### config.mk
export PLATFORM = sky130hd
export DESIGN_NAME = circular_grid_bayes_filter
export DESIGN_NICKNAME = d
export VERILOG_FILES = /design/src/cgbf_pkg.sv /design/src/cgbf_ram.sv /design/src/cgbf_div.sv /design/src/circular_grid_bayes_filter.sv
export SDC_FILE = /design/constraint.sdc
export NUM_CORES = 2
export LEC_CHECK = 0
export BUFFER_PORTS_ARGS = -buffer_cell sky130_fd_sc_hd__buf_4
export CORE_ASPECT_RATIO = 1.2
export CORE_MARGIN = 8
export CORE_UTILIZATION = 60
export CTS_BUF_LIST = sky130_fd_sc_hd__clkbuf_2
export DETAILED_ROUTE_END_ITERATION = 10
export PLACE_DENSITY = 0.86
export SYNTH_ARGS = -nofsm -noshare
export SYNTH_HDL_FRONTEND = slang
export SYNTH_SLANG_ARGS = --single-unit
### constraint.sdc
create_clock -name clk -period 9.65 [get_ports clk]
set_input_delay 1.93 -clock clk [delete_from_list [all_inputs] [get_ports clk]]
set_output_delay 1.93 -clock clk [all_outputs]
set_load 0.005 [all_outputs]
### src/cgbf_pkg.sv
// Shared types and constants for the circular grid Bayes filter.
// No dependencies; used by cgbf_div and the top level.
package cgbf_pkg;

  localparam int Q_W     = 16;  // Q0.16 probability / belief width
  localparam int LIK_W   = 17;  // likelihood, up to 65536
  localparam int ACC_W   = 34;  // sum of three 16x16 products
  localparam int MOVE_W  = 7;
  localparam int CELL_W  = 6;
  localparam int MAP_W   = 64;
  localparam int CIDX_W  = 3;

  localparam logic [CIDX_W-1:0] REG_EXACT  = 3'd0;
  localparam logic [CIDX_W-1:0] REG_UNDER  = 3'd1;
  localparam logic [CIDX_W-1:0] REG_OVER   = 3'd2;
  localparam logic [CIDX_W-1:0] REG_DETECT = 3'd3;
  localparam logic [CIDX_W-1:0] REG_FALSE  = 3'd4;
  localparam logic [CIDX_W-1:0] REG_MAP    = 3'd5;

  typedef enum logic [2:0] {
    ST_IDLE,
    ST_MOD,
    ST_PRED,
    ST_NRD,
    ST_NLD,
    ST_DIV,
    ST_MUL,
    ST_WB
  } state_t;

endpackage

### src/cgbf_ram.sv
// Generic single-write, single-read synchronous RAM with registered read.
// No dependencies.
module cgbf_ram #(
  parameter int WIDTH = 16,
  parameter int DEPTH = 32
) (
  input  logic                     clk,
  input  logic                     we,
  input  logic [$clog2(DEPTH)-1:0] waddr,
  input  logic [WIDTH-1:0]         wdata,
  input  logic [$clog2(DEPTH)-1:0] raddr,
  output logic [WIDTH-1:0]         rdata
);

  logic [WIDTH-1:0] mem [DEPTH];

  always_ff @(posedge clk) begin
    if (we) begin
      mem[waddr] <= wdata;
    end
    rdata <= mem[raddr];
  end

endmodule

### src/cgbf_div.sv
// Restoring divider: q = min(floor(a * 65536 / s), 65535), one bit per cycle.
// Requires a <= s and s != 0. Depends on cgbf_pkg.
module cgbf_div #(
  parameter int SUM_W = 39
) (
  input  logic                        clk,
  input  logic                        rst,
  input  logic                        start,
  input  logic [cgbf_pkg::ACC_W-1:0]  a,
  input  logic [SUM_W-1:0]            s,
  output logic                        done,
  output logic [cgbf_pkg::Q_W-1:0]    q
);

  logic             busy;
  logic [4:0]       cnt;
  logic [SUM_W:0]   rem;
  logic [SUM_W:0]   trial;
  logic             bit_set;
  logic [16:0]      quo;

  // first step compares the plain numerator, later steps shift it up
  assign trial   = (cnt == 5'd16) ? rem : {rem[SUM_W-1:0], 1'b0};
  assign bit_set = trial >= {1'b0, s};

  always_ff @(posedge clk) begin
    if (rst) begin
      busy <= 1'b0;
      done <= 1'b0;
    end else begin
      done <= 1'b0;
      if (start) begin
        busy <= 1'b1;
        cnt  <= 5'd16;
        rem  <= (SUM_W+1)'(a);
        quo  <= '0;
      end else if (busy) begin
        rem <= bit_set ? trial - {1'b0, s} : trial;
        quo <= {quo[15:0], bit_set};
        if (cnt == 5'd0) begin
          busy <= 1'b0;
          done <= 1'b1;
        end else begin
          cnt <= cnt - 5'd1;
        end
      end
    end
  end

  assign q = quo[16] ? 16'hFFFF : quo[15:0];

endmodule

### src/circular_grid_bayes_filter.sv
// Histogram Bayes filter over a circular grid; top level.
// Depends on cgbf_pkg, cgbf_ram and cgbf_div.
//
// The block keeps one Q0.16 belief per cell of a ring of NUM_CELLS cells,
// uniform after reset. Each request (a signed move and a landmark sensor bit)
// runs a motion prediction spreading every belief to the target cell and its
// two neighbors, normalizes, multiplies by the landmark likelihood picked from
// mark_map, normalizes again, and streams all cells out, cell 0 first, tlast
// on the last one. Requests are handled one at a time; s_tready is high only
// while the block is idle. A request is accepted in the idle state, then the
// move is reduced one step of N per cycle plus a final one, the prediction
// works through five steps per cell on the single read port of the belief
// RAM, and each of the two normalization passes runs the bit-serial divider
// once per cell. A pass whose total is zero skips the divider. A stalled
// output stalls the second pass. No clearing pass is needed after reset: the
// uniform start value is supplied on reads until the first request rewrites
// the RAM.
// Write configuration only while idle with no request in flight.
module circular_grid_bayes_filter #(
  parameter int NUM_CELLS = 32
) (
  input  logic        clk,
  input  logic        rst,
  // config port
  input  logic        cfg_we,
  input  logic [2:0]  cfg_index,
  input  logic [63:0] cfg_data,
  // request: [6:0] move_cells (signed), [7] sensed_mark
  input  logic        s_tvalid,
  output logic        s_tready,
  input  logic [7:0]  s_tdata,
  // result: [5:0] cell_res, [21:6] weight, [23:22] zero
  output logic        m_tvalid,
  input  logic        m_tready,
  output logic [23:0] m_tdata,
  output logic        m_tlast
);

  localparam int IW    = $clog2(NUM_CELLS);
  localparam int SUM_W = cgbf_pkg::ACC_W + IW;
  localparam int UNI_R = 65536 / NUM_CELLS;
  localparam logic [cgbf_pkg::Q_W-1:0] UNIFORM =
    (UNI_R > 65535) ? 16'hFFFF : cgbf_pkg::Q_W'(UNI_R);
  localparam logic [IW-1:0]     LAST_CELL = IW'(NUM_CELLS - 1);
  localparam logic signed [7:0] NC8       = 8'(NUM_CELLS);

  // configuration registers
  logic [15:0] p_exact, p_under, p_over, p_detect, p_false;
  logic [63:0] mark_map;

  always_ff @(posedge clk) begin
    if (rst) begin
      p_exact  <= 16'd52429;
      p_under  <= 16'd6554;
      p_over   <= 16'd6554;
      p_detect <= 16'd58982;
      p_false  <= 16'd6554;
      mark_map <= 64'd16392;
    end else if (cfg_we) begin
      unique case (cfg_index)
        cgbf_pkg::REG_EXACT:  p_exact  <= cfg_data[15:0];
        cgbf_pkg::REG_UNDER:  p_under  <= cfg_data[15:0];
        cgbf_pkg::REG_OVER:   p_over   <= cfg_data[15:0];
        cgbf_pkg::REG_DETECT: p_detect <= cfg_data[15:0];
        cgbf_pkg::REG_FALSE:  p_false  <= cfg_data[15:0];
        cgbf_pkg::REG_MAP:    mark_map <= cfg_data;
        default: ;
      endcase
    end
  end

  cgbf_pkg::state_t state, state_next;

  logic                      bel_init;   // belief RAM holds real data
  logic                      pass;       // 0: predicted pass, 1: posterior pass
  logic                      sensed;
  logic signed [7:0]         rr;         // move being reduced modulo N
  logic [IW-1:0]             shift;
  logic [IW-1:0]             cur_cell;
  logic [2:0]                ps;         // prediction step within a cell
  logic [cgbf_pkg::ACC_W-1:0] acc_cur, prod;
  logic [SUM_W-1:0]          sum_acc, div_sum;
  logic [cgbf_pkg::Q_W-1:0]  qv;

  logic mod_done, cell_last, out_free;
  assign mod_done  = (rr >= 0) && (rr < NC8);
  assign cell_last = (cur_cell == LAST_CELL);
  assign out_free  = !m_tvalid || m_tready;

  // RAM ports
  logic                          bel_we, acc_we;
  logic [IW-1:0]                 bel_raddr;
  logic [cgbf_pkg::Q_W-1:0]      bel_q, bel_rd;
  logic [cgbf_pkg::ACC_W-1:0]    acc_wdata, acc_q;

  // divider
  logic                     div_start, div_done;
  logic [cgbf_pkg::Q_W-1:0] div_q;

  // source cell of the current tap: exact i-r, under i-r+1, over i-r-1
  logic signed [7:0] src_raw, src_fix;
  always_comb begin
    priority case (ps)
      3'd1:    src_raw = 8'(cur_cell) - 8'(shift) + 8'sd1;
      3'd2:    src_raw = 8'(cur_cell) - 8'(shift) - 8'sd1;
      default: src_raw = 8'(cur_cell) - 8'(shift);
    endcase
    if (src_raw < 0) begin
      src_fix = src_raw + NC8;
    end else if (src_raw >= NC8) begin
      src_fix = src_raw - NC8;
    end else begin
      src_fix = src_raw;
    end
    bel_raddr = src_fix[IW-1:0];
  end

  assign bel_rd = bel_init ? bel_q : UNIFORM;

  // tap weight matching the data arriving in this step
  logic [15:0] w_sel;
  always_comb begin
    priority case (ps)
      3'd1:    w_sel = p_exact;
      3'd2:    w_sel = p_under;
      default: w_sel = p_over;
    endcase
  end

  // landmark likelihood of the current cell
  logic        mark_bit;
  logic [16:0] lik;
  assign mark_bit = mark_map[6'(cur_cell)];
  assign lik = sensed ? {1'b0, (mark_bit ? p_detect : p_false)}
                      : 17'h10000 - {1'b0, (mark_bit ? p_detect : p_false)};

  assign bel_we    = (state == cgbf_pkg::ST_WB) && pass && out_free;
  assign acc_we    = ((state == cgbf_pkg::ST_PRED) && (ps == 3'd4)) ||
                     ((state == cgbf_pkg::ST_WB) && !pass);
  assign acc_wdata = (state == cgbf_pkg::ST_PRED) ? acc_cur + prod : prod;
  assign div_start = (state == cgbf_pkg::ST_NLD) && (div_sum != '0);

  // next state
  always_comb begin
    state_next = state;
    unique case (state)
      cgbf_pkg::ST_IDLE: if (s_tvalid) state_next = cgbf_pkg::ST_MOD;
      cgbf_pkg::ST_MOD:  if (mod_done) state_next = cgbf_pkg::ST_PRED;
      cgbf_pkg::ST_PRED: if (ps == 3'd4 && cell_last) state_next = cgbf_pkg::ST_NRD;
      cgbf_pkg::ST_NRD:  state_next = cgbf_pkg::ST_NLD;
      cgbf_pkg::ST_NLD: begin
        if (div_sum != '0) begin
          state_next = cgbf_pkg::ST_DIV;
        end else begin
          state_next = pass ? cgbf_pkg::ST_WB : cgbf_pkg::ST_MUL;
        end
      end
      cgbf_pkg::ST_DIV: begin
        if (div_done) state_next = pass ? cgbf_pkg::ST_WB : cgbf_pkg::ST_MUL;
      end
      cgbf_pkg::ST_MUL:  state_next = cgbf_pkg::ST_WB;
      cgbf_pkg::ST_WB: begin
        if (!pass) begin
          state_next = cgbf_pkg::ST_NRD;
        end else if (out_free) begin
          state_next = cell_last ? cgbf_pkg::ST_IDLE : cgbf_pkg::ST_NRD;
        end
      end
      default: state_next = cgbf_pkg::ST_IDLE;
    endcase
  end

  assign s_tready = (state == cgbf_pkg::ST_IDLE);

  always_ff @(posedge clk) begin
    if (rst) begin
      state <= cgbf_pkg::ST_IDLE;
    end else begin
      state <= state_next;
    end
  end

  // control registers
  always_ff @(posedge clk) begin
    if (rst) begin
      bel_init <= 1'b0;
      m_tvalid <= 1'b0;
    end else begin
      if (m_tvalid && m_tready) m_tvalid <= 1'b0;
      if (bel_we) begin
        m_tvalid <= 1'b1;
        if (cell_last) bel_init <= 1'b1;
      end
    end
  end

  // datapath
  always_ff @(posedge clk) begin
    unique case (state)
      cgbf_pkg::ST_IDLE: begin
        rr       <= 8'(signed'(s_tdata[6:0]));
        sensed   <= s_tdata[7];
        cur_cell <= '0;
        ps       <= '0;
        pass     <= 1'b0;
        acc_cur  <= '0;
        sum_acc  <= '0;
      end
      cgbf_pkg::ST_MOD: begin
        // wrap the move one step of N per cycle
        if (rr < 0) begin
          rr <= rr + NC8;
        end else if (rr >= NC8) begin
          rr <= rr - NC8;
        end
        shift <= rr[IW-1:0];
      end
      cgbf_pkg::ST_PRED: begin
        if (ps >= 3'd1 && ps <= 3'd3) begin
          prod <= cgbf_pkg::ACC_W'(w_sel) * cgbf_pkg::ACC_W'(bel_rd);
        end
        if (ps == 3'd2 || ps == 3'd3) begin
          acc_cur <= acc_cur + prod;
        end
        if (ps == 3'd4) begin
          ps      <= '0;
          acc_cur <= '0;
          if (cell_last) begin
            div_sum  <= sum_acc + SUM_W'(acc_cur + prod);
            sum_acc  <= '0;
            cur_cell <= '0;
          end else begin
            sum_acc  <= sum_acc + SUM_W'(acc_cur + prod);
            cur_cell <= cur_cell + 1'b1;
          end
        end else begin
          ps <= ps + 3'd1;
        end
      end
      cgbf_pkg::ST_NLD: begin
        if (div_sum == '0) qv <= UNIFORM;
      end
      cgbf_pkg::ST_DIV: begin
        if (div_done) qv <= div_q;
      end
      cgbf_pkg::ST_MUL: begin
        prod <= cgbf_pkg::ACC_W'(lik) * cgbf_pkg::ACC_W'(qv);
      end
      cgbf_pkg::ST_WB: begin
        if (!pass) begin
          if (cell_last) begin
            div_sum  <= sum_acc + SUM_W'(prod);
            sum_acc  <= '0;
            cur_cell <= '0;
            pass     <= 1'b1;
          end else begin
            sum_acc  <= sum_acc + SUM_W'(prod);
            cur_cell <= cur_cell + 1'b1;
          end
        end else if (out_free) begin
          m_tdata  <= {2'b00, qv, cgbf_pkg::CELL_W'(cur_cell)};
          m_tlast  <= cell_last;
          cur_cell <= cur_cell + 1'b1;
        end
      end
      default: ;
    endcase
  end

  cgbf_ram #(.WIDTH(cgbf_pkg::Q_W), .DEPTH(NUM_CELLS)) u_bel_ram (
    .clk   (clk),
    .we    (bel_we),
    .waddr (cur_cell),
    .wdata (qv),
    .raddr (bel_raddr),
    .rdata (bel_q)
  );

  cgbf_ram #(.WIDTH(cgbf_pkg::ACC_W), .DEPTH(NUM_CELLS)) u_acc_ram (
    .clk   (clk),
    .we    (acc_we),
    .waddr (cur_cell),
    .wdata (acc_wdata),
    .raddr (cur_cell),
    .rdata (acc_q)
  );

  cgbf_div #(.SUM_W(SUM_W)) u_div (
    .clk   (clk),
    .rst   (rst),
    .start (div_start),
    .a     (acc_q),
    .s     (div_sum),
    .done  (div_done),
    .q     (div_q)
  );

  // accepted request starts the move reduction
  a_accept: assert property (@(posedge clk) disable iff (rst)
    s_tvalid && s_tready |=> state == cgbf_pkg::ST_MOD)
    else $error("request accepted but sequencer did not start");

  // divider finishes only while the sequencer waits for it
  a_div: assert property (@(posedge clk) disable iff (rst)
    div_done |-> state == cgbf_pkg::ST_DIV)
    else $error("divider result with no division pending");

  // last emitted cell returns the block to idle
  a_last: assert property (@(posedge clk) disable iff (rst)
    bel_we && cell_last |=> state == cgbf_pkg::ST_IDLE && m_tvalid && m_tlast)
    else $error("last cell did not end the request");

  // tlast marks the highest cell index
  a_tlast: assert property (@(posedge clk) disable iff (rst)
    m_tvalid && m_tlast |-> m_tdata[5:0] == 6'(NUM_CELLS - 1))
    else $error("tlast on wrong cell");

endmodule
# Yosys cells after proc, flatten, opt, wreduce, memory -nomap -nowiden
# Memories as Yosys holds them, arrays and structs flattened. A register that Yosys moved wholly into a read port is not among the register bits.
# Index checks and enable logic that the tools add are counted.
[word_totals]
regBits = 388
latch_bits = 0
mem_bits_rw = 1600
rom_bits = 0
inputBits = 80
mem_count = 2
[op_classes]
n_addsub = 16
mul = 2
div = 0
order_cmp = 10
n_eq_ne = 32
shift = 0
mux = 69
bitwise = 2
n_reduce_logical = 47
[memory_table]
columns = ["memory", "words", "word_bits", "rd", "rd_ports_with_merged_regs", "write_ports", "line", "text"]
rows = [
  ["u_acc_ram.mem", 32, 34, 1, 1, 1, "cgbf_ram.sv:15", "logic [WIDTH-1:0] mem [DEPTH];"],
  ["u_bel_ram.mem", 32, 16, 1, 1, 1, "cgbf_ram.sv:15", ""],
]
[ops]
columns = ["cell", "n"]
rows = [
  ["two-way mux 39 bit", 8],
  ["two-way mux 34 bit", 5],
  ["case mux 34 bit (2 select lines)", 2],
  ["two-way mux 40 bit", 3],
  ["case mux 39 bit (3 select lines)", 1],
  ["two-way mux 16 bit", 5],
  ["case mux 39 bit (2 select lines)", 1],
  ["case mux 16 bit (2 select lines)", 2],
  ["greater-or-equal comparator 40 x 39 -> 1 bit", 1],
  ["two-way mux 5 bit", 8],
  ["subtractor 40 x 39 -> 40 bit", 1],
  ["adder 39 x 34 -> 39 bit", 1],
  ["adder 39 x 35 -> 39 bit", 1],
  ["logical NOT 39 bit", 1],
  ["nonzero test 39 bit", 1],
  ["adder 34 x 34 -> 35 bit", 1],
  ["adder 34 bit", 1],
  ["two-way mux 17 bit", 2],
  ["multiplier 17 x 16 -> 33 bit", 1],
  ["multiplier 16 x 16 -> 32 bit", 1],
  ["case mux 8 bit (2 select lines)", 2],
  ["case mux 3 bit (8 select lines)", 1],
  ["AND reduction 2 bit", 11],
  ["== test 3 bit (second input constant)", 7],
  ["42 further kinds", 110],
]

# Depth between registers and ports, before layout
[depth]
depth_word = 7
depth_mapped = 39

# Cells and area by module
# A second synthesis with hierarchy kept.
[hier_totals]
hier_cells = 8383
hier_area_um2 = 107087.7
[modules_own_cells]
columns = ["module", "n_inst", "cells_per_inst", "area_each_um2"]
rows = [
  ["cgbf_ram (u_acc_ram)", 1, 2399, 43106.3],
  ["circular_grid_bayes_filter", 1, 4149, 37415.9],
  ["cgbf_ram (u_bel_ram)", 1, 1143, 20534.7],
  ["cgbf_div", 1, 692, 6030.8],
]

# Worst setup path before layout
# OpenSTA, ideal clock, no wires.
[synth_timing]
path_kind = "flip-flop to flip-flop"
startpoint = "register cur_cell[1]"
endpoint = "register prod[30] (netlist name), data pin"
setup_ps = 268
t_arrival_ps = 9447
t_required_ps = 9382
setup_slack_ps = -65
path_stages_with_launch = 37
n_path_buf = 5
path_cell_list = "edfxtp_1 -> buf_2 -> or2_2 -> o221ai_1 -> a221oi_2 -> a31oi_4 -> buf_6 -> buf_4 -> mux2i_1 -> buf_2 -> ha_1 -> nor4b_1 -> nor3b_1 -> mux2i_1 -> or4b_1 -> nor2_2 -> buf_6 -> nand2_1 -> fa_1 -> fa_1 -> inv_1 -> fa_1 -> fa_1 -> fa_1 -> inv_1 -> fa_1 -> inv_1 -> ha_1 -> nand3_1 -> o221ai_1 -> a21oi_1 -> a211oi_1 -> a2111oi_1 -> o21ai_0 -> a41oi_1 -> xor2_1 -> mux2i_1"
[synth_via]
elab_chain_cells = 7
[synth_rtl]
columns = ["item", "line", "text"]
rows = [
  ["start: declaration", "circular_grid_bayes_filter.sv:79", "logic [IW-1:0] cur_cell;"],
  ["start signal: assignment", "circular_grid_bayes_filter.sv:234", "cur_cell <= cur_cell + 1'b1;"],
  ["start signal: assignment", "circular_grid_bayes_filter.sv:258", "cur_cell <= cur_cell + 1'b1;"],
  ["start signal: assignment", "circular_grid_bayes_filter.sv:263", "cur_cell <= cur_cell + 1'b1;"],
  ["binary-select mux 1 bit (select 5 bit) (*)", "circular_grid_bayes_filter.sv:133", "assign mark_bit = mark_map[6'(cur_cell)];"],
  ["two-way mux 1 bit (implied by the code) (*)", "circular_grid_bayes_filter.sv:133", ""],
  ["two-way mux 16 bit (*)", "circular_grid_bayes_filter.sv:134, circular_grid_bayes_filter.sv:135", ""],
  ["subtractor 17 x 16 -> 17 bit", "circular_grid_bayes_filter.sv:135", ": 17'h10000 - {1'b0, (mark_bit ? p_detect : p_false)};"],
  ["two-way mux 17 bit (*)", "circular_grid_bayes_filter.sv:134", "assign lik = sensed ? {1'b0, (mark_bit ? p_detect : p_false)}"],
  ["multiplier 17 x 16 -> 33 bit (*)", "circular_grid_bayes_filter.sv:247", "prod <= cgbf_pkg::ACC_W'(lik) * cgbf_pkg::ACC_W'(qv);"],
  ["case mux 34 bit (2 select lines) (*)", "circular_grid_bayes_filter.sv:199", "unique case (state)"],
  ["end signal: assignment", "circular_grid_bayes_filter.sv:220", "prod <= cgbf_pkg::ACC_W'(w_sel) * cgbf_pkg::ACC_W'(bel_rd);"],
  ["end signal: assignment", "circular_grid_bayes_filter.sv:247", ""],
  ["end: declaration", "circular_grid_bayes_filter.sv:81", "logic [cgbf_pkg::ACC_W-1:0] acc_cur, prod;"],
]
# Mark *: on every way between the ends. The rest lies on a longest branch, timed or not. The select of a mux whose other input is x is not followed.
# A chain may end at the register's enable or synchronous reset.

# Final worst setup path
[layout_timing]
startpoint = "register cur_cell[2]"
endpoint = "register prod[30] (netlist name), data pin"
# The elaborated chain is that of the path after synthesis.

==> metrics.txt <==
# TYPE chip_impl_metric gauge
chip_impl_metric{name="rows",unit=""} 168
chip_impl_metric{name="fraction_of_layout_instances_using_a_drive_strength_above_1",unit="%"} 20.0
chip_impl_metric{name="route.detailed.drc",unit=""} 0
chip_impl_metric{name="post-dp-hpwl",unit="µm"} 187000
chip_impl_metric{name="synth-edff-count",unit=""} 1868
chip_impl_info{name="setup.worst_path.end_class",value="register"} 1
chip_impl_metric{name="port-buffer-count",unit=""} 71
chip_impl_info{name="reg_to_reg_startpoint",value="cur_cell[2]"} 1
chip_impl_metric{name="syn2layout_area_growth",unit="%"} 8.12
chip_impl_info{name="outcome",value="finished, final reports clean"} 1
chip_impl_metric{name="drtIter0Drc",unit=""} 7824
chip_impl_info{name="grt_setup_unrepaired",value="no"} 1
chip_impl_info{name="tritoncts",value="built"} 1
chip_impl_metric{name="first_pass_grt_wire_length",unit="µm"} 424000
chip_impl_metric{name="post_drt_wl_per_cell",unit="µm"} 27.1
chip_impl_metric{name="synth.lib_cells_used.distinct",unit=""} 89
chip_impl_metric{name="ys_async_sr_fraction",unit="%"} 0
chip_impl_metric{name="synth_seq_cells",unit=""} 2037
chip_impl_metric{name="totalNegativeSetupSlack",unit="ns"} 0
chip_impl_metric{name="fp.dieW",unit="µm"} 398
chip_impl_metric{name="setup_ws",unit="ns"} 0.383
chip_impl_metric{name="slew_headroom",unit="%"} 8.79
chip_impl_metric{name="synth_area_per_cell",unit="µm²"} 14.1
chip_impl_metric{name="total_area_of_multi_input_combinational_cells",unit="µm²"} 42500
chip_impl_info{name="endpoint_worst_hold",value="sensed"} 1
chip_impl_info{name="dominantRegCellSynth",value="edfxtp_1"} 1
chip_impl_metric{name="start_util",unit="%"} 60.2
chip_impl_metric{name="reg2reg_slack",unit="ns"} 0.38
chip_impl_metric{name="cts_htree_levels",unit=""} 5
chip_impl_metric{name="num_vias",unit=""} 67800
chip_impl_metric{name="route.detailed.vias_per_inst",unit=""} 6.42
chip_impl_metric{name="fmax",unit="MHz"} 108
chip_impl_metric{name="place_congestion",unit=""} 0.971
chip_impl_metric{name="grt-ovfl-total",unit=""} 0
chip_impl_info{name="min_path_type",value="primary input to register"} 1
chip_impl_info{name="crit_type",value="register to register"} 1
chip_impl_metric{name="yosysTopAreaCellShare",unit="%"} 53.4
chip_impl_metric{name="final_net_count",unit=""} 8770
chip_impl_info{name="cpMaxStageDelayCell",value="fa_1"} 1
chip_impl_metric{name="clock-sinks",unit=""} 2037
chip_impl_metric{name="timing_worst_slew_pin_value",unit="ns"} 1.37
chip_impl_info{name="synth.most_common_cell",value="edfxtp_1"} 1
chip_impl_metric{name="netlist_area",unit="µm²"} 105000
chip_impl_metric{name="biggest_fanout_along_the_worst_timing_path",unit=""} 7
chip_impl_metric{name="first_global_vias",unit=""} 70300
chip_impl_metric{name="cts_inserted_buffers",unit=""} 473
chip_impl_metric{name="warnings_synthesis",unit=""} 0
chip_impl_metric{name="largest_net_degree_at_the_start_of_global_routing",unit=""} 146
chip_impl_metric{name="timing.final.crit_share",unit="%"} 96.0
chip_impl_metric{name="holdPathStages",unit=""} 1
chip_impl_metric{name="timing.final.crit_period",unit="ns"} 9.27
chip_impl_metric{name="regArea",unit="µm²"} 59500
chip_impl_info{name="yosys.area.top_type",value="edfxtp_1"} 1
chip_impl_metric{name="die_area",unit="µm²"} 189000
chip_impl_metric{name="finalMaxSlewViolations",unit=""} 0
chip_impl_metric{name="core-area",unit="µm²"} 174000
chip_impl_info{name="synth_area_leaders",value="edfxtp_1 (53%), mux4_2 (9.4%), fa_1 (8.4%)"} 1
chip_impl_metric{name="detailedRoute.firstPassIterationCount",unit=""} 7
chip_impl_info{name="regToRegEndpoint",value="prod[30]"} 1
chip_impl_metric{name="fillCellCount",unit=""} 11900
chip_impl_info{name="worst_setup_path_start_kind",value="register"} 1
chip_impl_metric{name="grt.total_usage",unit="%"} 30.2
chip_impl_metric{name="yosysSeqAreaShare",unit="%"} 56.7
chip_impl_metric{name="arrival",unit="ns"} 10.81
chip_impl_metric{name="wirelength",unit="µm"} 286000
chip_impl_metric{name="postLayoutCoreUtil",unit="%"} 65.1
chip_impl_metric{name="fp.dieH",unit="µm"} 474
chip_impl_metric{name="whs",unit="ns"} 0.262
chip_impl_metric{name="ant_nets",unit=""} 0
chip_impl_metric{name="finalHoldViolations",unit=""} 0
chip_impl_metric{name="detailedPlace.worstSlack",unit="ns"} 0.166
chip_impl_metric{name="max_cap_violations",unit=""} 0
chip_impl_info{name="most_used_standard_cells_in_the_synthesized_netlist",value="edfxtp_1 (1,868), nand2_1 (927), inv_1 (575), fa_1 (441), mux4_2 (437)"} 1
chip_impl_metric{name="cts-root-to-sink-buffers",unit=""} 4
chip_impl_metric{name="antenna_found_initial",unit=""} 7
chip_impl_info{name="origin_of_the_worst_min_delay_path",value="s_tdata[7]"} 1
chip_impl_metric{name="reg2regPathDepth",unit=""} 32
chip_impl_info{name="ctsRootBufferMaster",value="clkbuf_2"} 1
chip_impl_metric{name="cp_data_required_time",unit="ns"} 11.19
chip_impl_metric{name="crit_path_max_incr_delay",unit="ns"} 0.56
chip_impl_metric{name="skew",unit="ns"} 0.202
chip_impl_info{name="cp_common_cell",value="fa_1"} 1
chip_impl_metric{name="cts.reportedPaths.clkPinSlew",unit="ns"} 0.10
chip_impl_metric{name="floorplan.io_pins",unit=""} 107
chip_impl_metric{name="report.final.setup_viol",unit=""} 0
chip_impl_metric{name="postSynthCellCount",unit=""} 7460
chip_impl_metric{name="clk_latency",unit="ns"} 1.92
metal layers:
metal	share of wire, %	track usage, %
met1	34	36.0
met2	48	49.8
met3	11	7.08
met4	7.2	18.7
met5	0.0091	0
area by class of cell:
| cell class | instances | area share (%) |
|---|---|---|
| clock buffers | 685 | 3.02 |
| well taps | 2295 | 2.53 |
| clock inverters | 169 | 0.766 |
| multi-input cells | 4504 | 37.4 |
| inverters | 577 | 1.91 |
| diodes | 8 | 0.0176 |
| repair buffers | 286 | 1.94 |
| flip-flops and latches | 2037 | 52.4 |
worst max-delay path: cells and delay by family, from the launching register on:
family,cells,cell delay (ns)
AO/OA/AOI/OAI,10,2.16
XOR/XNOR,1,0.20
adder cells (fa/ha/maj),8,3.62
buffers and inverters,4,0.36
flip-flops,1,0.53
multiplexers,3,0.52
AND/OR/NAND/NOR,6,1.63
stage by stage:
stage | instance area (µm²) | instances
after floorplan | 105000 | 7462
after global placement | 109000 | 9690
after detailed placement | 109000 | 9690
after CTS | 113000 | 10500
after global routing | 114000 | 10600
final | 114000 | 10600
flip-flops by register name, indices dropped and copies added (netlist names), 5 cells and up:
signal           count
m_tdata             21
rr                   8
acc_cur             34
cur_cell             5
sum_acc             39
u_bel_ram.mem      512
mark_map            32
prod                33
p_exact             16
p_detect            16
shift                5
u_div.rem           40
u_bel_ram.rdata     16
u_div.cnt            5
u_div.quo           17
p_under             16
div_sum             39
u_acc_ram.mem     1088
qv                  16
p_over              16
u_acc_ram.rdata     34
p_false             16
cells by family (layout without fill, tap and decap cells):
kind of cell               Yosys count  in the layout  share of synthesized area (%)
AOI/OAI and AO/OA                 1009           1009                           6.39
other                                1             11                        0.00357
xor gates and xnor gates           193            193                           1.61
DFF                               2037           2037                           56.7
buffers and inverters              921           1717                           3.42
muxes                              609            609                           11.1
and+or+nand+nor                   1879           1879                           8.00
adders and majority gates          811            811                           12.8
worst max path at each step:
stage | start | endpoint | slack (ns) | cells past startpoint
final | cur_cell[2] | prod[30] | 0.38 | 32
after global routing | cur_cell[2] | prod[30] | 0.01 | 32
after CTS | cur_cell[1] | prod[30] | 0.09 | 32
after detailed placement | cur_cell[1] | prod[30] | 0.17 | 32
after global placement | cur_cell[1] | prod[30] | 0.30 | 32
after floorplan | cur_cell[1] | prod[30] | 0.02 | 36
cell usage in the layout, fill, tap and decap left out, types with 19 or more instances in the layout:
cell and n:
mux2_2 71, o21a_1 29, nor2_1 357, o21ai_2 27
xnor2_1 108, edfxtp_1 1868, a31oi_1 32, a22o_1 25
nand3b_1 44, nor2b_1 37, clkinv_1 119, a22oi_1 59
nor3_1 52, buf_4 280, nand2_1 927, fa_1 441
and2_1 175, o2111ai_1 31, a221o_1 21, a21oi_1 302
ha_1 370, a211oi_1 33, mux4_2 437, o211ai_1 21
o21ai_0 133, o21bai_1 27, nand2b_1 41, xor2_1 82
and3_1 32, clkbuf_2 685, inv_1 575, nor2_4 37
clkinv_2 38, mux2i_1 97, dfxtp_1 169, nand4_1 19
a21o_1 92, a221oi_1 19, nand3_1 68
what timing repair did:
item	CTS	global route
gates resized for setup	0	6
endpoints found under the setup margin	0	6
setup buffers	0	9
hold buffers	0	0
Power is not shown: default switching activity piles up to over one toggle a cycle in this logic, so the estimate is an artifact.
